==> src/hw/rtl/tegp_pkg.sv <==
package tegp_pkg;

    localparam int CW             = 13;
    localparam int PIX_W          = 32;
    localparam int MODE_W         = 2;
    localparam int CFG_IDX_W      = 2;
    localparam int DEF_MAX_WIDTH  = 4096;
    localparam int DEF_MAX_HEIGHT = 4096;
    localparam int JOBQ_DEPTH     = 4;
    localparam int JOBQ_PW        = 2;

    localparam logic [MODE_W-1:0] MODE_PACK16      = 2'd0;
    localparam logic [MODE_W-1:0] MODE_COPY32      = 2'd1;
    localparam logic [MODE_W-1:0] MODE_RGB_TO_RGBA = 2'd2;
    localparam logic [MODE_W-1:0] MODE_UNSUPPORTED = 2'd3;

    localparam logic CMD_PIXEL = 1'b0;
    localparam logic CMD_TICK  = 1'b1;

    localparam logic [CFG_IDX_W-1:0] CFG_IMAGE_WIDTH  = 2'd0;
    localparam logic [CFG_IDX_W-1:0] CFG_IMAGE_HEIGHT = 2'd1;
    localparam logic [CFG_IDX_W-1:0] CFG_PIXEL_MODE   = 2'd2;

    localparam logic [7:0] ALPHA_OPAQUE = 8'hFF;

    typedef struct packed {
        logic [CW-1:0]     width;
        logic [CW-1:0]     height;
        logic [MODE_W-1:0] mode;
    } cfg_t;

    // One request as classified by the front end.
    typedef struct packed {
        logic [PIX_W-1:0] pix;
        logic [CW-1:0]    x_main;
        logic [CW-1:0]    y;
        logic             left;
        logic             right;
        logic             flast;
    } job_t;

endpackage

==> src/hw/rtl/tegp_queue.sv <==
module tegp_queue (
    input  logic           clk,
    input  logic           rst_n,
    input  logic           wr,
    input  tegp_pkg::job_t wr_job,
    input  logic           rd,
    output tegp_pkg::job_t head,
    output logic           q_full,
    output logic           q_empty
);
    import tegp_pkg::*;

    job_t                 slots [JOBQ_DEPTH];
    logic [JOBQ_PW-1:0]   wr_ptr_reg, wr_ptr_next;
    logic [JOBQ_PW-1:0]   rd_ptr_reg, rd_ptr_next;
    logic [JOBQ_PW:0]     count_reg, count_next;

    assign q_full  = (count_reg == (JOBQ_PW+1)'(JOBQ_DEPTH));
    assign q_empty = (count_reg == '0);
    assign head    = slots[rd_ptr_reg];

    always_comb
    begin
        wr_ptr_next = wr_ptr_reg;
        rd_ptr_next = rd_ptr_reg;
        count_next  = count_reg;
        if (wr)
        begin
            wr_ptr_next = wr_ptr_reg + {{(JOBQ_PW-1){1'b0}}, 1'b1};
        end
        if (rd)
        begin
            rd_ptr_next = rd_ptr_reg + {{(JOBQ_PW-1){1'b0}}, 1'b1};
        end
        if (wr && !rd)
        begin
            count_next = count_reg + {{JOBQ_PW{1'b0}}, 1'b1};
        end
        else if (rd && !wr)
        begin
            count_next = count_reg - {{JOBQ_PW{1'b0}}, 1'b1};
        end
    end

    always_ff @(posedge clk or negedge rst_n)
    begin
        if (!rst_n)
        begin
            wr_ptr_reg <= '0;
            rd_ptr_reg <= '0;
            count_reg  <= '0;
        end
        else
        begin
            wr_ptr_reg <= wr_ptr_next;
            rd_ptr_reg <= rd_ptr_next;
            count_reg  <= count_next;
        end
    end

    always_ff @(posedge clk)
    begin
        if (wr)
        begin
            slots[wr_ptr_reg] <= wr_job;
        end
    end

endmodule

==> config.mk <==
export PLATFORM = sky130hd
export DESIGN_NAME = tegp_queue
export DESIGN_NICKNAME = d
export VERILOG_FILES = /design/src/hw/rtl/tegp_pkg.sv /design/src/hw/rtl/tegp_queue.sv
export SDC_FILE = /design/constraint.sdc
export NUM_CORES = 1
export LEC_CHECK = 0
export BUFFER_PORTS_ARGS = -buffer_cell sky130_fd_sc_hd__buf_2
export CAP_MARGIN = 20
export CORE_ASPECT_RATIO = 0.75
export CORE_MARGIN = 2
export CORE_UTILIZATION = 45
export DETAILED_ROUTE_END_ITERATION = 7
export PLACE_DENSITY = 0.73
export SKIP_LAST_GASP = 1
export SLEW_MARGIN = 0
export SYNTH_ARGS = -nofsm -noshare
export SYNTH_HDL_FRONTEND = slang
export SYNTH_SLANG_ARGS = --single-unit
==> constraint.sdc <==
create_clock -name clk -period 7.1 [get_ports clk]
set_clock_uncertainty 0.1 [all_clocks]
set_input_delay 0.355 -clock clk [delete_from_list [all_inputs] [get_ports clk]]
set_output_delay 0.355 -clock clk [all_outputs]
set_load 0.02 [all_outputs]
-- Yosys cells after proc, flatten, opt, wreduce, memory -nomap -nowiden
Memory sizes are Yosys's and may differ from the RTL's.
Cells that the tools add are included.
- register bits after elaboration: 7
- memory bits (writable): 244
- input port bits: 65
- output and inout bits: 63
- memories kept: 1
- add/subtract/negate cells: 4
- equal/unequal tests: 1
- multiplexer cells: 4
- reduce and logical (&&, ||, !) cells: 6
- memories (name ; words ; width ; read ports ; clocked after memory_dff ; wr ports ; RTL line ; text):
    slots ; 4 ; 61 ; 1 ; 0 ; 1 ; tegp_queue.sv:13 ; job_t slots [JOBQ_DEPTH];
- operators by type and width (operator ; count):
    $mux W3 ; 2
    $add A2 B1 Y2 const B ; 2
    $add A3 B1 Y3 const B ; 1
    $eq A3 B3 Y1 const B ; 1
    $logic_not A3 Y1 ; 1
    $sub A3 B1 Y3 const B ; 1
    $logic_and A1 B1 Y1 ; 2
    $logic_not A1 Y1 ; 2
    $mux W1 ; 2
    $reduce_bool A2 Y1 ; 1

-- Depth between registers and ports, before layout
Gate-level depths: netlist of run 1.
- depth in word-level cells: 4
- mapped depth: 7
- gate-level depth less buffers: 7

-- Least setup slack after synthesis of run 1
OpenSTA, ideal clock, no wires.
- kind: register to register
- start: register wr_ptr_reg[0]
- end: memory slots[2][0] (netlist bit), enable pin
- setup time: 0.425 ns
- arrival: 2.054 ns
- required time: 6.575 ns
- setup slack: 4.521 ns
- cell stages (with the launch flop): 4
- path buffers: 0
- cell sequence: dfrtp_1 -> inv_1 -> ha_1 -> and2_1
- RTL lines (what ; RTL line ; text):
    start: declaration ; tegp_queue.sv:14 ; logic [JOBQ_PW-1:0] wr_ptr_reg, wr_ptr_next;
    start signal: assignment ; tegp_queue.sv:55 ; wr_ptr_reg <= wr_ptr_next;
    end: declaration ; tegp_queue.sv:13 ;
No word-level cell before the write port.

==> results.cfg, run 1 <==
[setup_path]
critical_path.endpoint_type = output port
critPathKind = flip-flop to output port
r2r_start = wr_ptr_reg[0]
critPathLaunch = rd_ptr_reg[0]
critPathArrivalTime_ns = 2.81
r2r_end = slots[2][34]
r2r_slack_ns = 5.13
crit_fanout = 33
rr_worst_depth = 3
cp-start-kind = flip-flop
worstSetupEndpoint = head[13]
required_ns = 6.64

[cells_and_area]
post-route-util = 0.5726
area_growth_syn_to_layout_pct = 24.87
drive_gt1_frac = 0.4042
final_nets = 628
largest_reg_flops = 244
seqCellArea_mm2 = 0.007507
multi_input_area_mm2 = 0.001595
nFillCells = 1463
diodes = 0

[drt]
totalWireLength_um = 16610
first_pass_iters = 6
via_per_inst = 5.161
vias = 4294
ant_nets = 0
wire_per_inst_um = 19.96
drt_iter0_markers = 308
route.detailed.drc = 0

[global_route]
grt_pass1_vias = 4755
grt.total_usage = 0.1582
grt_pass1_wl_um = 26130
antenna_found_initial = 0
grt_overflow_total = 0
grt_start_max_net_pins = 62

[die]
die_area_mm2 = 0.02177
die_h_um = 128.3
io_pins = 128
initial_core_util = 0.4586
core_area_mm2 = 0.02021
num_rows = 45
die_w_um = 169.7

[timing]
rsz0062_at_grt = false
hold_viol = 0
timing.final.crit_share = 0.4593
setup_violations = 0
timing.fmax_ghz = 0.3066
slew_headroom = 0.3545
slew_viol_final = 0
worst_pin_slew_ns = 0.9683
fin_crit_ns = 3.261
finalSetupTns_ns = 0

[clock_tree]
cts.hold.buffers_added = 63
tritoncts = yes
cts.root.buffer_cell = clkbuf_16
clock_path_buffers = 3
cts_buffers = 24
clkLatencyLatePin_ns = 0.50
cts.sinks = 251
cts_setup_buffers = 0
path_clk_slew_ns = 0.07
cts-resized-gates = 0
h-tree-depth = 1

[pwr]
vdd_drop_max_mv = 0.2673
seq_power_share = 0.437
switching_power_mw = 1.445
power.density_mw_per_mm2 = 416.5
p_leak_nw = 4.036
clock_power_share = 0.282
p_int_mw = 3.375
swShare = 0.2998
p_comb_frac = 0.282

[yosys]
synthTopCellsByArea = edfxtp_1 (79%), mux4_2 (14%), dfrtp_1 (1.9%)
synth_area_mm2 = 0.009269
synth_fp_nets = 424
yosys.area.top_type_share = 0.7905
synth_most_common_cell = edfxtp_1
yosys-top-cells-count = edfxtp_1 (244), mux4_2 (58), buf_2 (7), dfrtp_1 (7), buf_12 (6)
async_flop_share = 0.02789
synth_ff_type = edfxtp_1
yosysSeqAreaShare = 0.8094
synth_cell_types = 19
yosysWarningCount = 0
synth_area_per_cell_um2 = 26.26
synth_top_area_cell = edfxtp_1
synth_edf_count = 244
syn_inst = 353
ys_ff_latch = 251

[place]
io_buffers = 127
hpwl_um = 9234
place.gp.congestion = 0.6969

[min_path]
hp-class = input port to flip-flop

[status]
status = finished clean

[flow_run]
max_cap_violations = 0
## cell usage in the layout (no fill, tap or decap)
cell type,Yosys,layout
nor2_1,1,1
ha_1,5,5
dfrtp_4,0,1
bufinv_16,0,5
dfrtp_2,0,1
inv_1,4,4
clkbuf_1,0,5
buf_4,0,2
and2_4,0,4
buf_2,7,127
edfxtp_1,244,244
dlygate4sd3_1,0,63
mux4_2,58,58
o21ai_0,1,1
clkbuf_8,0,2
clkbuf_16,0,25
xnor2_1,2,2
fa_1,1,1
nand2_1,2,2
xor2_1,4,4
clkinv_2,0,6
dfrtp_1,7,5
mux4_1,3,3
nor3b_1,1,1
mux2_2,1,1
nor3_1,1,1
## power by group through the flow
| stage | logic (mW) | clock network, mW | registers, mW |
|---|---|---|---|
| floorplan | 1.10 | 0 | 2.03 |
| global placement | 1.34 | 0 | 2.12 |
| detailed placement | 1.36 | 0 | 2.14 |
| CTS | 1.39 | 1.39 | 2.11 |
| global route | 1.47 | 1.45 | 2.14 |
| finish | 1.36 | 1.36 | 2.10 |
## stage by stage
| stage | worst slack (ns) | instance area, µm² | hold slack [ns] | std cells | total power [mW] |
|---|---|---|---|---|---|
| 2_1_floorplan | 4.521 | 9269 | -0.04059 | 353 | 3.124 |
| 3_3_place_gp | 4.254 | 10090 | 0.09423 | 726 | 3.469 |
| 3_5_place_dp | 4.260 | 10090 | 0.1025 | 726 | 3.504 |
| 4_1_cts | 3.700 | 11570 | 0.02254 | 832 | 4.894 |
| 5_1_grt | 3.577 | 11570 | 0.04754 | 832 | 5.057 |
| 6_report | 3.839 | 11570 | 0.04750 | 832 | 4.820 |
## layer usage
metal	vias up	global-route usage	wire, µm
met5	-	0	0
met4	0	0.03218	265
met3	22	0.04724	1150
met2	130	0.2583	7952
met1	2229	0.2147	7237
li1	1913	-	-
## final cells by class
cell class / instances / share of cell area
Multi-Input combinational cell: 84 / 0.1378
Clock buffer: 32 / 0.05805
Clock inverter: 11 / 0.01557
Sequential cell: 251 / 0.6486
Tap cell: 258 / 0.02789
Inverter: 4 / 0.001297
Timing Repair Buffer: 192 / 0.1107
## how the worst min path moves through the flow
stage                      from       endpoint  cells past startpoint
after floorplan           rst_n   count_reg[0]                      0
after global placement    rst_n   count_reg[2]                      1
after detailed placement  rst_n   count_reg[2]                      1
after CTS                    wr  wr_ptr_reg[0]                      2
after global routing         wr  wr_ptr_reg[0]                      2
final                        wr  wr_ptr_reg[0]                      2
## cell families (layout without fill, tap and decap cells)
kind of cell | Yosys count | after routing | share of synthesized area
AO/OA/AOI/OAI | 1 | 1 | 0.0005394
XOR/XNOR | 6 | 6 | 0.005670
adder cells (fa/ha/maj) | 6 | 6 | 0.008909
buffers and inverters | 18 | 239 | 0.01957
flip-flops | 251 | 251 | 0.8094
multiplexers | 62 | 62 | 0.1506
AND/OR/NAND/NOR | 9 | 9 | 0.005264
## critical path, cell delays in order (launching register included)
cell and delay [ns]:
dfrtp_4 0.85, buf_4 0.62, mux4_2 0.61, buf_2 0.18
Note: power is estimated with default switching activity, not from simulation.
==> run 2, diff against run 1 <==
clock period = 3.2 ns   (was 7.1 ns; I/O delays follow)
==> run 2 against run 1 <==
Compared with the run above:
- critical path type unchanged
- via count is 1.0% higher
- combinational power increased by 130%
- global-route usage decreased by 0.33 points
- largest power group unchanged
- critical path depth unchanged
- register-to-register slack got worse by 3.9 ns
- highest routed layer unchanged
- utilization grew 0.27 points
==> results.cfg, run 2 (synthesis results as in run 1) <==
[setup_path]
required_ns = 2.94
max_stage_delay_ns = 0.65
cp-start-kind = flip-flop
critical_path.endpoint_type = output port
cp_cell_sequence = buf_4, mux4_1, buf_2
cp_slowest_cell = dfrtp_4
critPathArrivalTime_ns = 2.33
crit_fanout = 18
critPathKind = flip-flop to output port

[die]
die_w_um = 169.7
num_rows = 45
die_h_um = 128.3
core_area_mm2 = 0.02021
initial_core_util = 0.4586
die_area_mm2 = 0.02177
io_pins = 128

[global_route]
antenna_found_initial = 0
grt_pass1_wl_um = 25540
grt_overflow_total = 0
grt_pass1_vias = 4656
grt.total_usage = 0.1549
grt_start_max_net_pins = 62

[pwr]
fin_total_pwr_mw = 10.72
vdd_drop_max_mv = 0.5821
p_leak_nw = 4.047
power.density_mw_per_mm2 = 922.0

[timing]
setup_violations = 0
fin_hold_ws_ns = 0.2833
timing.final.ws_setup_ns = 0.6121
worst_pin_slew_ns = 0.9509
hold_viol = 0
timing.fmax_ghz = 0.3864
timing.final.crit_share = 0.8087
slew_headroom = 0.3660
rsz0062_at_grt = false
slew_viol_final = 0
fin_crit_ns = 2.588
finalSetupTns_ns = 0

[clock_tree]
cts.root.buffer_cell = clkbuf_16
cts_buffers = 25
tritoncts = yes
cts.sinks = 251
h-tree-depth = 1
path_clk_slew_ns = 0.06
cts.hold.buffers_added = 65
cts-resized-gates = 0
cts_setup_buffers = 0
clkLatencyLatePin_ns = 0.52
clock_path_buffers = 3

[drt]
first_pass_iters = 4
drt_iter0_markers = 349
vias = 4338
ant_nets = 0
via_per_inst = 5.177
route.detailed.drc = 0
wire_per_inst_um = 19.92
totalWireLength_um = 16690

[cells_and_area]
area_growth_syn_to_layout_pct = 25.46
drive_gt1_frac = 0.4086
layout_common_cells = edfxtp_1 (244), buf_2 (127), dlygate4sd3_1 (65)
post-route-util = 0.5753
multi_input_area_mm2 = 0.001595
nFillCells = 1476
diodes = 0
layout_commonest_cell = edfxtp_1
seqCellArea_mm2 = 0.007507
fin_area_mm2 = 0.01163
fin_cells = 838
final_nets = 632
largest_reg_flops = 244

[place]
place.gp.congestion = 0.6910
dp_slack_ns = 1.104
io_buffers = 127
dp_cells = 727
place_area_mm2 = 0.01012

[flow_run]
max_cap_violations = 0

[min_path]
hp-class = input port to flip-flop

[status]
status = finished clean
run 2: path summary, 6_finish.rpt:
check	start	end	slack [ns]	depth (start not counted)
hold reg to reg	count_reg[2]	count_reg[2]	0.39	1
setup / recovery	rd_ptr_reg[0]	head[56]	0.61	3
max in group asynchronous	rst_n	rd_ptr_reg[0]	2.21	3
min in group asynchronous	rst_n	wr_ptr_reg[0]	0.50	3
setup reg to reg	wr_ptr_reg[0]	slots[2][18]	1.22	3
hold / removal	wr_job[53]	slots[2][53]	0.28	2
run 2: power by group:
group,switching [mW],total [mW],internal [mW]
Combinational,1.79,3.13,1.34
Clock,1.22,2.99,1.76
Sequential,0.295,4.61,4.32
run 2: metal layers:
metal  global-route usage  up-vias  share of wire
met1               0.2055     2235           0.43
met5                    0        -              0
met4              0.03720        0          0.021
li1                     -     1932              -
met2               0.2617      145           0.49
met3              0.03859       26          0.062
run 2: final cells by class:
cell class | count | area share
clock buffers | 25 | 0.05380
clock inverters | 21 | 0.01969
well taps | 258 | 0.02776
repair buffers | 195 | 0.1147
flip-flops and latches | 251 | 0.6456
multi-input cells | 84 | 0.1372
inverters | 4 | 0.001291
run 2: worst max-delay path: cells and delay by family (launching register included):
family	cells	cell delay (ns)
muxes	1	0.61
DFF	1	0.65
buffers and inverters	2	0.55
==> run 3, diff against run 2 <==
PLACE_DENSITY = 0.75   (was 0.73)
clock period = 2.3 ns   (was 3.2 ns; I/O delays follow)
==> run 3 against run 2 <==
Compared with the run above:
- setup slack worse by 0.54 ns
- clock-buffer cell count is 12 higher
- utilization is 0.25 points lower
- register-to-register slack worse by 0.66 ns
- via count is 0.71% higher
- flip-flop and latch count stayed put
- die area stayed put
- global-route usage is 0.14 points lower
- hold slack worse by 0.021 ns
- sequential share of layout area is 0.29 points higher
- non-clock buffer count is 9 higher
- final cell count is 0.84% higher
- critical path type unchanged
- largest cell class unchanged
- highest routed layer unchanged
==> results.cfg, run 3 (synthesis results as in run 1) <==
[cells_and_area]
area_growth_syn_to_layout_pct = 24.91
fin_cells = 845
layout_common_cells = edfxtp_1 (244), buf_2 (127), dlygate4sd3_1 (65)
largest_reg_flops = 244
post-route-util = 0.5728
drive_gt1_frac = 0.3986
final_nets = 640
diodes = 0
layout_commonest_cell = edfxtp_1

[drt]
via_per_inst = 5.170
wire_per_inst_um = 19.64
route.met3.wl_um = 1135
first_pass_iters = 4
route.detailed.drc = 0
routedLengthMet1_um = 6904
topRoutingLayerUsed = met4
vias = 4369
drt_iter0_markers = 330
ant_nets = 0
met2_length_um = 8294
totalWireLength_um = 16600

[place]
hpwl_um = 9646
dp_slack_ns = 0.5146
io_buffers = 127
dp_cells = 736
place.gp.congestion = 0.6941

[die]
die_h_um = 128.3
die_area_mm2 = 0.02177
die_w_um = 169.7
core_area_mm2 = 0.02021
num_rows = 45
io_pins = 128
initial_core_util = 0.4586

[timing]
timing.final.crit_share = 0.9706
slew_viol_final = 0
hold_viol = 0
slew_headroom = 0.6739
worst_pin_slew_ns = 0.4891
setup_violations = 0
rsz0062_at_grt = true
timing.fmax_ghz = 0.4480
timing.final.ws_setup_ns = 0.06773
fin_crit_ns = 2.232

[min_path]
hold_start = wr_job[30]
hp-class = input port to flip-flop
hold_depth = 2
hold-path-endpoint = slots[0][30]

[clock_tree]
path_clk_slew_ns = 0.06
cts.root.buffer_cell = clkbuf_16
cts.sinks = 251
h-tree-depth = 1
clkLatencyLatePin_ns = 0.50
clock_path_buffers = 3
cts_setup_buffers = 0
tritoncts = yes
cts_buffers = 24

[global_route]
antenna_found_initial = 0
grt.total_usage = 0.1535
grt_pass1_vias = 4708
grt_pass1_wl_um = 25470
grt_overflow_total = 0
grt_start_max_net_pins = 39

[setup_path]
cpLargestDelayFamily = multiplexers
crit_buf_inv = 2
cp_cell_sequence = buf_16, mux4_1, buf_2
crit_fanout = 38
max_stage_delay_ns = 0.59
required_ns = 2.09
critical_path.endpoint_type = output port
cp_slowest_cell = mux4_1
r2r_end = slots[1][40]
rr_worst_depth = 4
cp-start-kind = flip-flop
critPathArrivalTime_ns = 2.02
r2r_slack_ns = 0.56
critPathKind = flip-flop to output port
r2r_start = wr_ptr_reg[1]

[pwr]
vdd_drop_max_mv = 0.8333
power.density_mw_per_mm2 = 1246
fin_total_pwr_mw = 14.43
p_leak_nw = 4.033

[flow_run]
max_cap_violations = 0

[status]
status = finished clean
run 3: cell types whose count changed in the layout (fill, tap and decap cells not counted):
cell        before  now
clkbuf_1         0   11
buf_4            1    9
bufinv_16        4    0
clkinv_2         6    2
clkinvlp_4       4    1
and2_2           0    2
and2_4           4    2
buf_16           0    1
clkbuf_8         0    1
clkinv_1         4    3
clkinv_8         1    0
inv_6            1    0
run 3: layout make-up:
class,count,area [µm²]
clock buffers,37,680.7
clock inverters,7,37.54
fillers,1457,8636
inverters,4,15.01
multi-input cells,84,1593
flip-flops and latches,251,7507
well taps,258,322.8
repair buffers,204,1421
run 3: how the worst max path moves through the flow:
stage	from	to	slack [ns]	cells past startpoint
global placement	wr_ptr_reg[1]	slots[1][45]	0.57	4
global route	rd_ptr_reg[0]	head[57]	-0.03	3
detailed placement	wr_ptr_reg[1]	slots[1][45]	0.51	4
CTS	rd_ptr_reg[0]	head[57]	0.007	3
finish	rd_ptr_reg[0]	head[57]	0.07	3
floorplan	wr_ptr_reg[0]	slots[2][0]	0.38	3
run 3: through the flow:
step | hold slack (ns) | cell area, µm² | TNS, ns
after floorplan | -0.2806 | 9274 | 0
after global placement | -0.1468 | 10200 | 0
after detailed placement | -0.1424 | 10200 | 0
after CTS | 0.2414 | 11570 | 0
after global routing | 0.2518 | 11580 | -0.1246
final | 0.2618 | 11580 | 0
run 3: power breakdown:
group	total [mW]	internal [mW]	switching, mW
Clock	3.57	2.04	1.53
Sequential	6.22	5.99	0.232
Combinational	4.63	1.95	2.69
Total	14.4	9.98	4.45
run 3: per-layer routing:
metal,vias to the layer above,track usage
li1,1941,-
met3,26,0.04322
met2,155,0.2629
met1,2247,0.2007
met4,0,0.02815
met5,-,0
run 3: timing repair:
item,CTS,global route
endpoints found under the setup margin,0,26
gates resized for setup,0,1
hold endpoints to repair,256,0
hold buffers,65,0
