===== src/hw/rtl/tegp_pkg.sv =====
package tegp_pkg;

    localparam int CW             = 13;
    localparam int PIX_W          = 32;
    localparam int MODE_W         = 2;
    localparam int CFG_IDX_W      = 2;
    localparam int DEF_MAX_WIDTH  = 4096;
    localparam int DEF_MAX_HEIGHT = 4096;
    localparam int JOBQ_DEPTH     = 4;
    localparam int JOBQ_PW        = 2;

    localparam logic [MODE_W-1:0] MODE_PACK16      = 2'd0;
    localparam logic [MODE_W-1:0] MODE_COPY32      = 2'd1;
    localparam logic [MODE_W-1:0] MODE_RGB_TO_RGBA = 2'd2;
    localparam logic [MODE_W-1:0] MODE_UNSUPPORTED = 2'd3;

    localparam logic CMD_PIXEL = 1'b0;
    localparam logic CMD_TICK  = 1'b1;

    localparam logic [CFG_IDX_W-1:0] CFG_IMAGE_WIDTH  = 2'd0;
    localparam logic [CFG_IDX_W-1:0] CFG_IMAGE_HEIGHT = 2'd1;
    localparam logic [CFG_IDX_W-1:0] CFG_PIXEL_MODE   = 2'd2;

    localparam logic [7:0] ALPHA_OPAQUE = 8'hFF;

    typedef struct packed {
        logic [CW-1:0]     width;
        logic [CW-1:0]     height;
        logic [MODE_W-1:0] mode;
    } cfg_t;

    // One request as classified by the front end.
    typedef struct packed {
        logic [PIX_W-1:0] pix;
        logic [CW-1:0]    x_main;
        logic [CW-1:0]    y;
        logic             left;
        logic             right;
        logic             flast;
    } job_t;

endpackage


===== src/hw/rtl/tegp_back.sv =====
module tegp_back (
    input  logic                       clk,
    input  logic                       rst_n,
    input  logic [tegp_pkg::CW-1:0]    image_width,
    input  tegp_pkg::job_t             head,
    input  logic                       q_empty,
    output logic                       q_pop,
    output logic                       empty,
    input  logic                       pop,
    output logic [tegp_pkg::PIX_W-1:0] out_pixel,
    output logic [tegp_pkg::CW-1:0]    padded_x,
    output logic [tegp_pkg::CW-1:0]    padded_y,
    output logic                       run_last,
    output logic                       frame_last
);
    import tegp_pkg::*;

    localparam logic [1:0] ST_LEFT  = 2'd0;
    localparam logic [1:0] ST_MAIN  = 2'd1;
    localparam logic [1:0] ST_RIGHT = 2'd2;

    logic [1:0]       step_reg, step_next;
    logic [1:0]       step_eff;
    logic             out_valid_reg, out_valid_next;
    logic [PIX_W-1:0] pix_reg;
    logic [CW-1:0]    x_reg, x_next;
    logic [CW-1:0]    y_reg;
    logic             rlast_reg, rlast_next;
    logic             flast_reg;
    logic             load;
    logic             is_last;

    assign load = !q_empty && (!out_valid_reg || pop);

    // Skip the left gutter step for jobs that have none.
    assign step_eff = ((step_reg == ST_LEFT) && !head.left) ? ST_MAIN : step_reg;
    assign is_last  = (step_eff == ST_RIGHT) || ((step_eff == ST_MAIN) && !head.right);
    assign q_pop    = load && is_last;

    always_comb
    begin
        case (step_eff)
            ST_LEFT:  x_next = '0;
            ST_MAIN:  x_next = head.x_main;
            default:  x_next = image_width + {{(CW-1){1'b0}}, 1'b1};
        endcase
    end

    always_comb
    begin
        step_next      = step_reg;
        out_valid_next = out_valid_reg;
        rlast_next     = rlast_reg;
        if (pop)
        begin
            out_valid_next = 1'b0;
        end
        if (load)
        begin
            out_valid_next = 1'b1;
            rlast_next     = is_last;
            step_next      = is_last ? ST_LEFT : step_eff + 2'd1;
        end
    end

    always_ff @(posedge clk or negedge rst_n)
    begin
        if (!rst_n)
        begin
            step_reg      <= ST_LEFT;
            out_valid_reg <= 1'b0;
        end
        else
        begin
            step_reg      <= step_next;
            out_valid_reg <= out_valid_next;
        end
    end

    always_ff @(posedge clk)
    begin
        if (load)
        begin
            pix_reg   <= head.pix;
            x_reg     <= x_next;
            y_reg     <= head.y;
            rlast_reg <= rlast_next;
            flast_reg <= head.flast && is_last;
        end
    end

    assign empty      = !out_valid_reg;
    assign out_pixel  = pix_reg;
    assign padded_x   = x_reg;
    assign padded_y   = y_reg;
    assign run_last   = rlast_reg;
    assign frame_last = flast_reg;

endmodule


===== config.mk =====
export PLATFORM = sky130hd
export DESIGN_NAME = tegp_back
export DESIGN_NICKNAME = d
export VERILOG_FILES = /design/src/hw/rtl/tegp_pkg.sv /design/src/hw/rtl/tegp_back.sv
export SDC_FILE = /design/constraint.sdc
export NUM_CORES = 1
export LEC_CHECK = 0
export BUFFER_PORTS_ARGS = -buffer_cell sky130_fd_sc_hd__clkbuf_2
export CAP_MARGIN = 40
export CORE_ASPECT_RATIO = 2
export CORE_MARGIN = 2
export CORE_UTILIZATION = 48
export CTS_BUF_LIST = sky130_fd_sc_hd__clkbuf_2 sky130_fd_sc_hd__clkbuf_4 sky130_fd_sc_hd__clkbuf_8
export CTS_CLUSTER_SIZE = 10
export DETAILED_ROUTE_END_ITERATION = 6
export PLACE_DENSITY_LB_ADDON = 0.3
export REMOVE_ABC_BUFFERS = 1
export SYNTH_ARGS = -nofsm -noshare
export SYNTH_HDL_FRONTEND = slang
export SYNTH_SLANG_ARGS = --single-unit

===== constraint.sdc =====
create_clock -name clk -period 4.3 [get_ports clk]
set_input_delay 0.215 -clock clk [delete_from_list [all_inputs] [get_ports clk]]
set_output_delay 0.215 -clock clk [all_outputs]
set_load 0.05 [all_outputs]

; Word level (Yosys, flattened, before mapping)
; Index checks and enable logic that the tools add are counted.
[totals]
out_inout_bits = 62
ff_bits = 63
[op_classes]
n_eq_ne = 2
n_reduce_logical = 14
n_addsub = 2
mux = 5
[ops]
columns = cell, count
row1 = 13-bit one-hot mux with 2 select lines, 1
row2 = 13-bit by 1-bit adder with 13-bit output (second input constant), 1
row3 = 1-bit logical AND, 5
row4 = 1-bit zero test, 4
row5 = 2-bit zero test, 2
row6 = 2-bit 2-to-1 mux, 2
row7 = 2-bit by 1-bit adder with 2-bit output (second input constant), 1
row8 = 2-bit by 1-bit equality test with 1-bit output (second input constant), 1
row9 = 2-bit equality test (second input constant), 1
row10 = 1-bit logical OR, 2
row11 = 1-bit 2-to-1 mux, 2
row12 = 2-bit nonzero test, 1

; Depth between registers and ports, before layout
; Gate-level depths: netlist (run 1).
[depth]
ltp_word = 7
mapped_depth = 5

; Worst setup path before layout (run 1)
; OpenSTA, ideal clock, no wires.
[synth_path]
path_type = register to output
start = register out_valid_reg
end = output port q_pop
path_buffers = 0
slack_ps = 1760
required_time_ps = 4085
path_stages_with_launch = 5
arrival_ps = 2325
cell_sequence = dfrtp_1 nand2b_1 nand2b_1 inv_1 and2_1
[synth_between]
elab_chain_cells = 4
[synth_lines]
columns = element, line
row1 = from (decl), tegp_back.sv:24  ; logic out_valid_reg, out_valid_next;
row2 = from (signal assigned), tegp_back.sv:76  ; out_valid_reg <= out_valid_next;
row3 = 1-bit zero test, tegp_back.sv:33  ; assign load = !q_empty && (!out_valid_reg || pop);
row4 = 1-bit logical OR, tegp_back.sv:33
row5 = 1-bit logical AND, tegp_back.sv:33
row6 = via load, tegp_back.sv:30  ; logic load;
row7 = 1-bit logical AND, tegp_back.sv:38  ; assign q_pop = load && is_last;
row8 = to (decl), tegp_back.sv:7  ; output logic q_pop,
; The timed path passes the listed nets, and every way through them passes these cells.

; Worst setup path in the final report (run 1)
; Same ends and word-level chain as after synthesis.

==> impl_results.md, run 1 <==
* Status: complete, no violations
* Yosys warnings at 0
* Min Clock Period, post-route at 2.080 ns
* CTS Hold Bufs at 1
* Tot GR Track Use at 0.1696
* Routed WL at roughly 4600 µm
* MaxCap Viol Count at 0
* Classification of the worst setup path: flop to output pin
* TNS Setup at 0 ns
* Area grow syn2layout at 41.51%
* Final net count at 367
* Count of flip-flops with a built-in enable after synthesis at 60
* GR met2 Demand/Resource at 0.2536
* Max Clock Skew at 0.006964 ns
* Placed Area at 0.003103 mm²
* Seq cells post-synth at 63
* Clock-pin slew on the worst setup and hold paths at about 0.060 ns
* Max reg flops at 32
* Postcts setup bufs at 0
* Buf/Inv on CP at 2
* Max clock buf depth at 2
* Clock Latency Late Sink at 0.33 ns
* Pin count of the biggest net entering global routing at 34
* Die X at 53.33 µm
* Syn Inst Count at 138
* Synth top area cells: edfxtp_1 (77%), dfrtp_1 (3.2%), nand2_1 (3.1%), xnor2_1 (2.6%), o21ai_0 (2.1%)
* Netlist cell types at 26
* Synth Flop Type: edfxtp_1
* GR Util met1 at 0.2059
* Adder-cell share of the synthesized area at 0.005356
* Post-CTS Resized at 0
* Worst slew pin tran at between 0.8 and 0.9 ns
* Drt wl/cell at 13.01 µm
* Setup crit start kind: flop
* Worst path most repeated cell: nand2b_1
* DIE HEIGHT at 102.7 µm
* Worst-path cell chain: nand2b_1 -> nand2b_1 -> inv_2 -> and2_1 -> clkbuf_2
* Post-route antenna net violation count at 0
* First-pass GRT wire length at 6465 µm
* # diodes at 0
* Post-synthesis xor/xnor area fraction at 0.04124
* Synth Area in Compound Gates at 0.03856
* Most frequent cell after synthesis: edfxtp_1
* Crit path max fanout at 29
* H-tree Lvls at 3
* Fillers at about 350
* Post-DP HPWL at roughly 3500 µm
* Clock sink count at 63
* Slowest-stage cell, CP: inv_2
* Cts bufs inserted at 9
* Post-Synth Simple-Gate Area at 0.1002
* Largest family of logic cells by synthesized area: simple AND/OR/NAND/NOR gates
* CP arrival at 1.86 ns
* Unrepaired setup endpoints after global routing: false
* Final Cycle Share at 0.4836
* Grt peak-use layer: met2
* Worst hold-check path type: input port to flop
* Crit path max-delay family: buffers and inverters
* Final GP Congestion at between 0.7 and 0.8
* Routed vias/inst at between 4 and 5
* CORE AREA at 0.004775 mm²
* Starting Density at 0.4893
* Crit path required time at 4.09 ns
* Leading area contributor after synthesis: edfxtp_1
* Clock Tree Root: clkbuf_8
* Ports at between 100 and 150
* Synth Cell Area at between 0.002 and 0.0025 mm²
* Fmax at approximately 0.48 GHz
* DIE AREA at roughly 0.0055 mm²
* Maximum VDD drop at roughly 0.32 mV
* Crit-path max cell delay at roughly 0.45 ns
* Design area at 0.003306 mm²
* Share of layout cells above drive strength 1 at 0.5529
* Synthesized area per cell at 16.93 µm²
* Initial antenna violation count at 0
* Static Leakage at 1.463 nW
* Total iterations of the first detailed-routing run at 5
* Routed vias at 1,656
* Drt first-iter violations at 44
* Port bufs at 139
* Post-synth top area share at 0.7713
* Pwr per Cell Area at 456.7 mW/mm²
* Commonest cells in the netlist: edfxtp_1 (60), nand2_1 (19), o21ai_0 (10)
* Final Hold Vio Count at 0
* Post-synthesis mux area share at 0
* Met3 Track Usage GR at 0.07246
* Vias in the first global route at ~1,400
* Pins Over Slew Limit at 0
* Worst setup EP type: output pin
* Synth async-reset ratio at 0.04762
* Row count at 36
* Register area share after synthesis at 0.8034
* Congestion Overflow GR at 0
* TritonCTS clock tree: done
* Final setup viols at 0
* Worst slew margin at 0.4371
* DRC at 0
worst paths after layout:
kind | from | end | slack, ns | depth (start not counted)
max | out_valid_reg | q_pop | 2.22 | 5
min | q_empty | out_valid_reg | 0.04 | 2
max reg2reg | out_valid_reg | padded_y[8] | 2.42 | 4
min reg2reg | out_valid_reg | out_valid_reg | 0.51 | 2
max in group asynchronous | rst_n | step_reg[0] | 3.96 | 2
min in group asynchronous | rst_n | out_valid_reg | 0.22 | 2
stage by stage:
step                hold slack (ns)    util  setup WS (ns)  instances   power, W
floorplan                  -0.08059       -          1.760        136  0.0009502
global placement            0.01297  0.6499          2.467        333   0.001036
detailed placement          0.01700  0.6499          2.417        333   0.001040
CTS                         0.03032  0.6923          2.175        350   0.001525
global route                0.03186  0.6923          2.101        350   0.001576
finish                      0.04419  0.6923          2.220        350   0.001510
where the power goes:
group          internal [W]  switching, W  total (W)
Combinational     0.0000713      0.000213   0.000284
Clock              0.000284      0.000198   0.000482
Sequential         0.000729     0.0000146   0.000743
Total               0.00108      0.000426    0.00151
cell usage in the layout (no fill, tap or decap), types with 2 or more instances in the layout:
cell type  instances
nand2_1           19
inv_1              4
edfxtp_1          60
xnor2_1            7
o21ai_0           10
clkbuf_4           3
nor3_1             2
nor2_1             3
nand2b_1           3
clkbuf_2         139
o21ai_1            3
dfrtp_1            3
xor2_1             4
nand3_1            2
clkbuf_8           9
nand4_1            2
and2_1             2
area by class of cell:
cell class              instances  area (µm²)  share of cell area
flip-flops and latches         63        1877              0.5678
clock inverters                 4       46.29             0.01400
well taps                      57       71.32             0.02157
multi-input cells              68       432.9              0.1310
inverters                       5       18.77            0.005678
clock buffers                  12       146.4             0.04428
repair buffers                141       713.2              0.2157
per-layer routing:
metal | routed length, µm | share of wire
met1 | 1785 | 0.39
met2 | 2115 | 0.46
met3 | 549 | 0.12
met4 | 102 | 0.022
met5 | 0 | 0
cells by family after synthesis:
logic type / count (synthesis)
XOR/XNOR: 11
flip-flops: 63
buffers and inverters: 7
AND/OR/NAND/NOR: 40
AO/OA/AOI/OAI: 16
adder cells (fa/ha/maj): 1
worst register-to-register path: cells and delay by family (launching register included):
family | cells | cell delay [ns]
AND/OR/NAND/NOR | 2 | 0.22
buffers and inverters | 2 | 0.93
flip-flops | 1 | 0.38
(Power assumes the default switching activity.)
==> run 2: changes to the inputs <==
Settings changed: CORE_UTILIZATION 48 to 44.
Clock period 4.3 ns to 2.1 ns, I/O delays scaled along.
==> run 2 against run 1 <==
- global-route usage rose by 3.4 points
- critical path depth shrank 1
- sequential cell count is the same
- sequential power up 100%
- power is 110% higher
- worst setup slack worse by 1.9 ns
- worst hold slack improved by 0.0045 ns
- largest cell class unchanged
==> impl_results.md, run 2 (synthesis results as in run 1) <==
* CP arrival at 1.68 ns (-0.18 ns)
* Max Clock Skew at 0.008975 ns (+0.002010 ns)
* Setup crit start kind: flop
* Hold Crit Start: head[1]
* Worst-path cell chain: inv_1 -> o21ai_0 -> and2_1 -> clkbuf_2
* Die X at 55.52 µm (+4.1%)
* TritonCTS clock tree: done
* Clock sink count at 63 (unchanged)
* Row count at 37 (+2.8%)
* Maximum VDD drop at 0.6039 mV (+91%)
* Share of layout cells above drive strength 1 at 0.4824 (-0.07055)
* Crit path max fanout at 14 (-52%)
* Drt first-iter violations at 17 (-61%)
* Postcts setup bufs at 0 (unchanged)
* Post-DP HPWL at 3956 µm (+14%)
* Min Clock Period, post-route at 1.782 ns
* Slowest-stage cell, CP: dfrtp_1
* Tot GR Track Use at 0.2037 (+0.03408)
* Final Hold Vio Count at 0 (unchanged)
* Worst slew margin at 0.4949 (+0.05778)
* Pwr per Cell Area at 830.0 mW/mm² (+82%)
* DIE HEIGHT at 107.0 µm (+4.3%)
* CORE AREA at 0.005139 mm² (+7.6%)
* Post-route antenna net violation count at 0 (unchanged)
* Register area at 0.001877 mm² (unchanged)
* Clock Latency Late Sink at 0.33 ns (about the same)
* Drt wl/cell at 14.53 µm (+12%)
* H-tree Lvls at 3 (unchanged)
* Cts bufs inserted at 9 (unchanged)
* Static Leakage at 1.663 nW (+14%)
* Classification of the worst setup path: flop to output pin
* Pin count of the biggest net entering global routing at 33 (-2.9%)
* Pins Over Slew Limit at 0 (unchanged)
* # diodes at 0 (unchanged)
* DRC at 0 (unchanged)
* Worst reg-to-reg path cell count at 4 (unchanged)
* Worst reg2reg startpoint: out_valid_reg
* Setup WS post-layout at 0.3177 ns (-1.903 ns)
* CTS Hold Bufs at 47 (+46)
* Most common cell after layout, fill and taps aside: clkbuf_2
* Flop-to-flop setup slack at 0.69 ns (-1.73 ns)
* Total iterations of the first detailed-routing run at 4 (-1)
* Vias in the first global route at 1,903 (+34%)
* MaxCap Viol Count at 0 (unchanged)
* Fillers at 367 (+4.0%)
* Port bufs at 139 (unchanged)
* Most frequent cells in the layout: clkbuf_2 (139), edfxtp_1 (60), dlygate4sd3_1 (47)
* Clock Tree Root: clkbuf_8
* Congestion Overflow GR at 0 (unchanged)
* Area grow syn2layout at 61.33%
* Core Util, Final at 0.7334 (+0.04103)
* Crit path required time at 2.00 ns (-2.09 ns)
* Status: complete, no violations
* Final GP Congestion at 0.7210 (-0.62%)
* Unrepaired setup endpoints after global routing: false
* Post-CTS Resized at 0 (unchanged)
* Clock-pin slew on the worst setup and hold paths at 0.06 ns (about the same)
* Footprint of the multi-input gates at 432.9 µm² (unchanged)
* Crit path max-delay family: buffers and inverters
* Max clock buf depth at 2 (unchanged)
* Worst Hold Path EP: step_reg[1]
* Routed vias at 1,865 (+13%)
* Routed vias/inst at 4.686 (-0.96%)
* Buf/Inv on CP at 2 (unchanged)
* Hold Path Depth at 3 (+1)
* First-pass GRT wire length at 8990 µm (+39%)
* DIE AREA at 0.005943 mm² (+8.6%)
* Initial antenna violation count at 0 (unchanged)
* Routed WL at 5784 µm (+27%)
* Pre-CTS setup slack at 0.6355 ns (-1.782 ns)
* Reg2reg end: padded_y[1]
* Fmax at ~0.56 GHz
* Final setup viols at 0 (unchanged)
* Worst hold-check path type: input port to flop
* Final net count at 414 (+13%)
* Crit-path max cell delay at 0.41 ns (-0.04 ns)
* Final Cycle Share at 0.8487
* Starting Density at 0.4546 (-0.03467)
* Max reg flops at 32 (unchanged)
* Worst setup EP type: output pin
* Ports at 140 (unchanged)
* Worst slew pin tran at 0.7549 ns (-0.08635 ns)
[run 2: metal layers]
metal | GRT usage | wire, µm
met4 | 0.1132 | 166
met3 | 0.06755 | 430
met2 | 0.3750 | 3328
met1 | 0.1911 | 1858
met5 | 0 | 0
[run 2: power by group]
| group | internal (W) | total [W] | switching, W |
|---|---|---|---|
| registers | 0.00149 | 0.00152 | 0.0000293 |
| logic | 0.000203 | 0.000656 | 0.000453 |
| clock network | 0.000545 | 0.000951 | 0.000406 |
| total | 0.00224 | 0.00313 | 0.000888 |
[run 2: stage by stage]
step	cell area, µm²	cells	power [W]	setup TNS, ns	hold WS, ns
after floorplan	2328	136	0.001946	-3.719	-0.1906
after global placement	3112	335	0.002117	0	-0.09464
after detailed placement	3112	335	0.002133	0	-0.09372
after CTS	3769	398	0.003150	0	0.03078
after global routing	3769	398	0.003266	0	0.05060
final	3769	398	0.003128	0	0.04867
[run 2: how the worst max path moves through the flow]
stage                     depth (start not counted)     to     startpoint
final                                             4  q_pop    step_reg[1]
after global routing                              4  q_pop    step_reg[1]
after CTS                                         4  q_pop    step_reg[1]
after detailed placement                          4  q_pop    step_reg[1]
after global placement                            4  q_pop    step_reg[1]
after floorplan                                   4  q_pop  out_valid_reg
[run 2: worst min-delay path: cells and delay by family]
| kind | cells | cell delay [ns] |
|---|---|---|
| and+or+nand+nor | 1 | 0.06 |
| buffers and inverters | 1 | 0.09 |
| AOI/OAI and AO/OA | 1 | 0.07 |
[run 2: layout make-up]
| class | instances | area share |
|---|---|---|
| flip-flops and latches | 63 | 0.4980 |
| repair buffers | 188 | 0.3134 |
| multi-input cells | 68 | 0.1149 |
| clock buffers | 15 | 0.04814 |
| well taps | 58 | 0.01926 |
| inverters | 5 | 0.004980 |
| clock inverters | 1 | 0.001328 |
==> run 3: changes to the inputs <==
Settings changed: ABC_AREA from default to 1, CORE_UTILIZATION 44 to 41.
Clock period 2.1 ns to 1.5 ns, I/O delays scaled along.
==> run 3 against run 2 <==
- the run now ends with design-rule violations left
- clock power increased by 82%
- first-iteration DRC count increased to 4.4 times the previous value
- synthesized area up 4.9%
- sequential share of layout area down 3.6 points
- clock skew down 0.0016 ns
- non-clock buffer count increased by 10
- final area grew 7.9%
- worst setup slack worse by 0.31 ns
==> impl_results.md, run 3 <==
* Routed vias at 2,112 (+13%)
* Maximum VDD drop at 0.7260 mV (+20%)
* Adder-cell share of the synthesized area at 0.005107 (-0.0002489)
* Most common cell after layout, fill and taps aside: clkbuf_2
* Drt wl/cell at 14.41 µm (-0.82%)
* Largest family of logic cells by synthesized area: simple AND/OR/NAND/NOR gates
* Worst slew pin tran at 0.3056 ns (-0.4492 ns)
* Synth Area in Compound Gates at 0.04903 (+0.01047)
* MaxCap Viol Count at 0 (unchanged)
* Synth top area cells: edfxtp_1 (74%), nand2_1 (6.4%), dfrtp_1 (3.1%), nand3_1 (2.2%), inv_1 (2.0%)
* Max clock buf depth at 2 (unchanged)
* Yosys warnings at 0 (unchanged)
* First-pass GRT wire length at 9798 µm (+9.0%)
* CP arrival at 1.41 ns (-0.27 ns)
* Status: finished, violations left
* Worst hold-check path type: input port to flop
* Reg2reg end: frame_last
* Design area at 0.004065 mm² (+7.9%)
* Classification of the worst setup path: flop to output pin
* TNS Setup at 0 ns (unchanged)
* TritonCTS clock tree: done
* Worst Hold Path EP: padded_x[8]
* Max Clock Skew at 0.007422 ns (-0.001552 ns)
* Seq cells post-synth at 63 (unchanged)
* DIE AREA at 0.006647 mm² (+12%)
* Clock-pin slew on the worst setup and hold paths at 0.07 ns (about the same)
* Tot GR Track Use at 0.2056 (+0.001900)
* Drt first-iter violations at 74 (+57)
* Worst setup EP type: output pin
* Final Cycle Share at 0.9918
* Post-synthesis mux area share at 0 (unchanged)
* Max reg flops at 32 (unchanged)
* DRC at 9 (+9)
* Most frequent cell after synthesis: edfxtp_1
* Synth Flop Type: edfxtp_1
* Post-DP HPWL at 4319 µm (+9.2%)
* Final setup viols at 0 (unchanged)
* Hold Path Depth at 3 (unchanged)
* Count of flip-flops with a built-in enable after synthesis at 60 (unchanged)
* CP startpoint: out_valid_reg
* Min Clock Period, post-route at 1.488 ns
* Vias in the first global route at 2,197 (+15%)
* Post-Synth Simple-Gate Area at 0.1435 (+0.04335)
* Clock Latency Late Sink at 0.33 ns (about the same)
* Port bufs at 139 (unchanged)
* Hold Crit Start: head[24]
* Final GP Congestion at 0.8148 (+13%)
* Pwr per Cell Area at 1306 mW/mm² (+57%)
* H-tree Lvls at 3 (unchanged)
* Initial antenna violation count at 0 (unchanged)
* Post-synth top area share at 0.7354 (-0.03585)
* Worst reg-to-reg path cell count at 6 (+2)
* Synthesized area per cell at 14.00 µm² (-17%)
* Placed Area at 0.003252 mm² (+4.5%)
* Register area share after synthesis at 0.7661 (-0.03734)
* Static Leakage at 1.873 nW (+13%)
* Cts bufs inserted at 9 (unchanged)
* Area grow syn2layout at 65.93%
* Row count at 39 (+5.4%)
* Die X at 58.66 µm (+5.7%)
* Post-route antenna net violation count at 0 (unchanged)
* Routed WL at 6457 µm (+12%)
* Commonest cells in the netlist: edfxtp_1 (60), nand2_1 (42), inv_1 (13)
* Final net count at 461 (+11%)
* Clock sink count at 63 (unchanged)
* Crit path max fanout at 3 (-11)
* Setup crit start kind: flop
* Starting Density at 0.4255 (-0.02912)
* Placed cells at 376 (+12%)
* Worst hold slack at 0.01995 ns (-0.02872 ns)
* Fmax at 0.6722 GHz
* # diodes at 0 (unchanged)
* Post-Layout Cell Count at 448 (+13%)
* Worst reg2reg startpoint: step_reg[1]
* Synth async-reset ratio at 0.04762 (unchanged)
* Pin count of the biggest net entering global routing at 34 (+3.0%)
* Worst slew margin at 0.7971 (+0.3022)
* Netlist cell types at 26 (unchanged)
* Clock Tree Root: clkbuf_8
* Synth Cell Area at 0.002450 mm² (+4.9%)
* Flop-to-flop setup slack at 0.22 ns (-0.47 ns)
* Crit path required time at 1.42 ns (-0.58 ns)
* CORE AREA at 0.005758 mm² (+12%)
* Failing checks: design-rule violations
* Congestion Overflow GR at 0 (unchanged)
* DIE HEIGHT at 113.3 µm (+5.9%)
* Routed vias/inst at 4.714 (+0.61%)
* Post-synthesis xor/xnor area fraction at 0 (-0.04124)
* Unrepaired setup endpoints after global routing: true
* Pins Over Slew Limit at 0 (unchanged)
* Share of layout cells above drive strength 1 at 0.4858 (+0.003435)
* Leading area contributor after synthesis: edfxtp_1
* Final Hold Vio Count at 0 (unchanged)
* Most frequent cells in the layout: clkbuf_2 (138), edfxtp_1 (60), dlygate4sd3_1 (48)
* Ports at 140 (unchanged)
* Syn Inst Count at 175 (+27%)
* Total iterations of the first detailed-routing run at 7 (+3)
==> run 3: cells by family after synthesis <==
family / count (synthesis)
AOI/OAI and AO/OA: 18
adders and majority gates: 1
buffers and inverters: 19
DFF: 63
and+or+nand+nor: 74
==> run 3: worst max-delay path, stage by stage (launching register included) <==
cell,delay [ns]
dfrtp_1,0.41
a21oi_4,0.24
inv_1,0.11
nor2_4,0.16
buf_8,0.16
==> run 3: per-layer routing <==
metal / up-vias / share of wire / routed length [µm] / GRT usage
li1: 1031 / - / - / -
met2: 101 / 0.57 / 3710 / 0.3835
met3: 30 / 0.069 / 445 / 0.06743
met4: 0 / 0.059 / 383 / 0.1379
met1: 950 / 0.30 / 1918 / 0.1691
met5: - / 0 / 0 / 0
==> run 3: per-stage QoR <==
stage	power, W	setup WS, ns	util
after floorplan	0.002994	-1.532	-
after global placement	0.003323	0.3005	0.5648
after detailed placement	0.003347	0.2513	0.5648
after CTS	0.005289	0.005898	0.6997
after global routing	0.005543	-0.05580	0.7060
final	0.005310	0.01226	0.7060
==> run 3: how the worst max path moves through the flow <==
stage / to / slack [ns] / cells after the start
floorplan: q_pop / -1.53 / 3
global placement: q_pop / 0.30 / 6
detailed placement: q_pop / 0.25 / 6
CTS: q_pop / 0.006 / 6
global route: q_pop / -0.06 / 6
finish: q_pop / 0.01 / 4
==> run 3: layout make-up <==
type                       instances  area (µm²)
clock buffer                      12       146.4
clock inverter                     4       93.84
fill                             438        1693
inverter                          17       63.81
multi-input combinational         93       514.2
sequential                        63        1877
tap                               61       76.32
timing repair buffer             198        1294
==> run 3: timing repair <==
item	4_1_cts	5_1_grt
endpoints found under the hold margin	49	0
endpoints found under the setup margin	1	1
pin swaps	2	4
setup buffers	4	4
gates resized for setup	7	3
hold buffers	48	0
==> run 3: report_power, final <==
group          switching [W]  total (W)  internal (W)
Sequential         0.0000474    0.00218       0.00213
Combinational       0.000919    0.00140      0.000482
Clock               0.000576    0.00173       0.00115
Total                0.00154    0.00531       0.00377
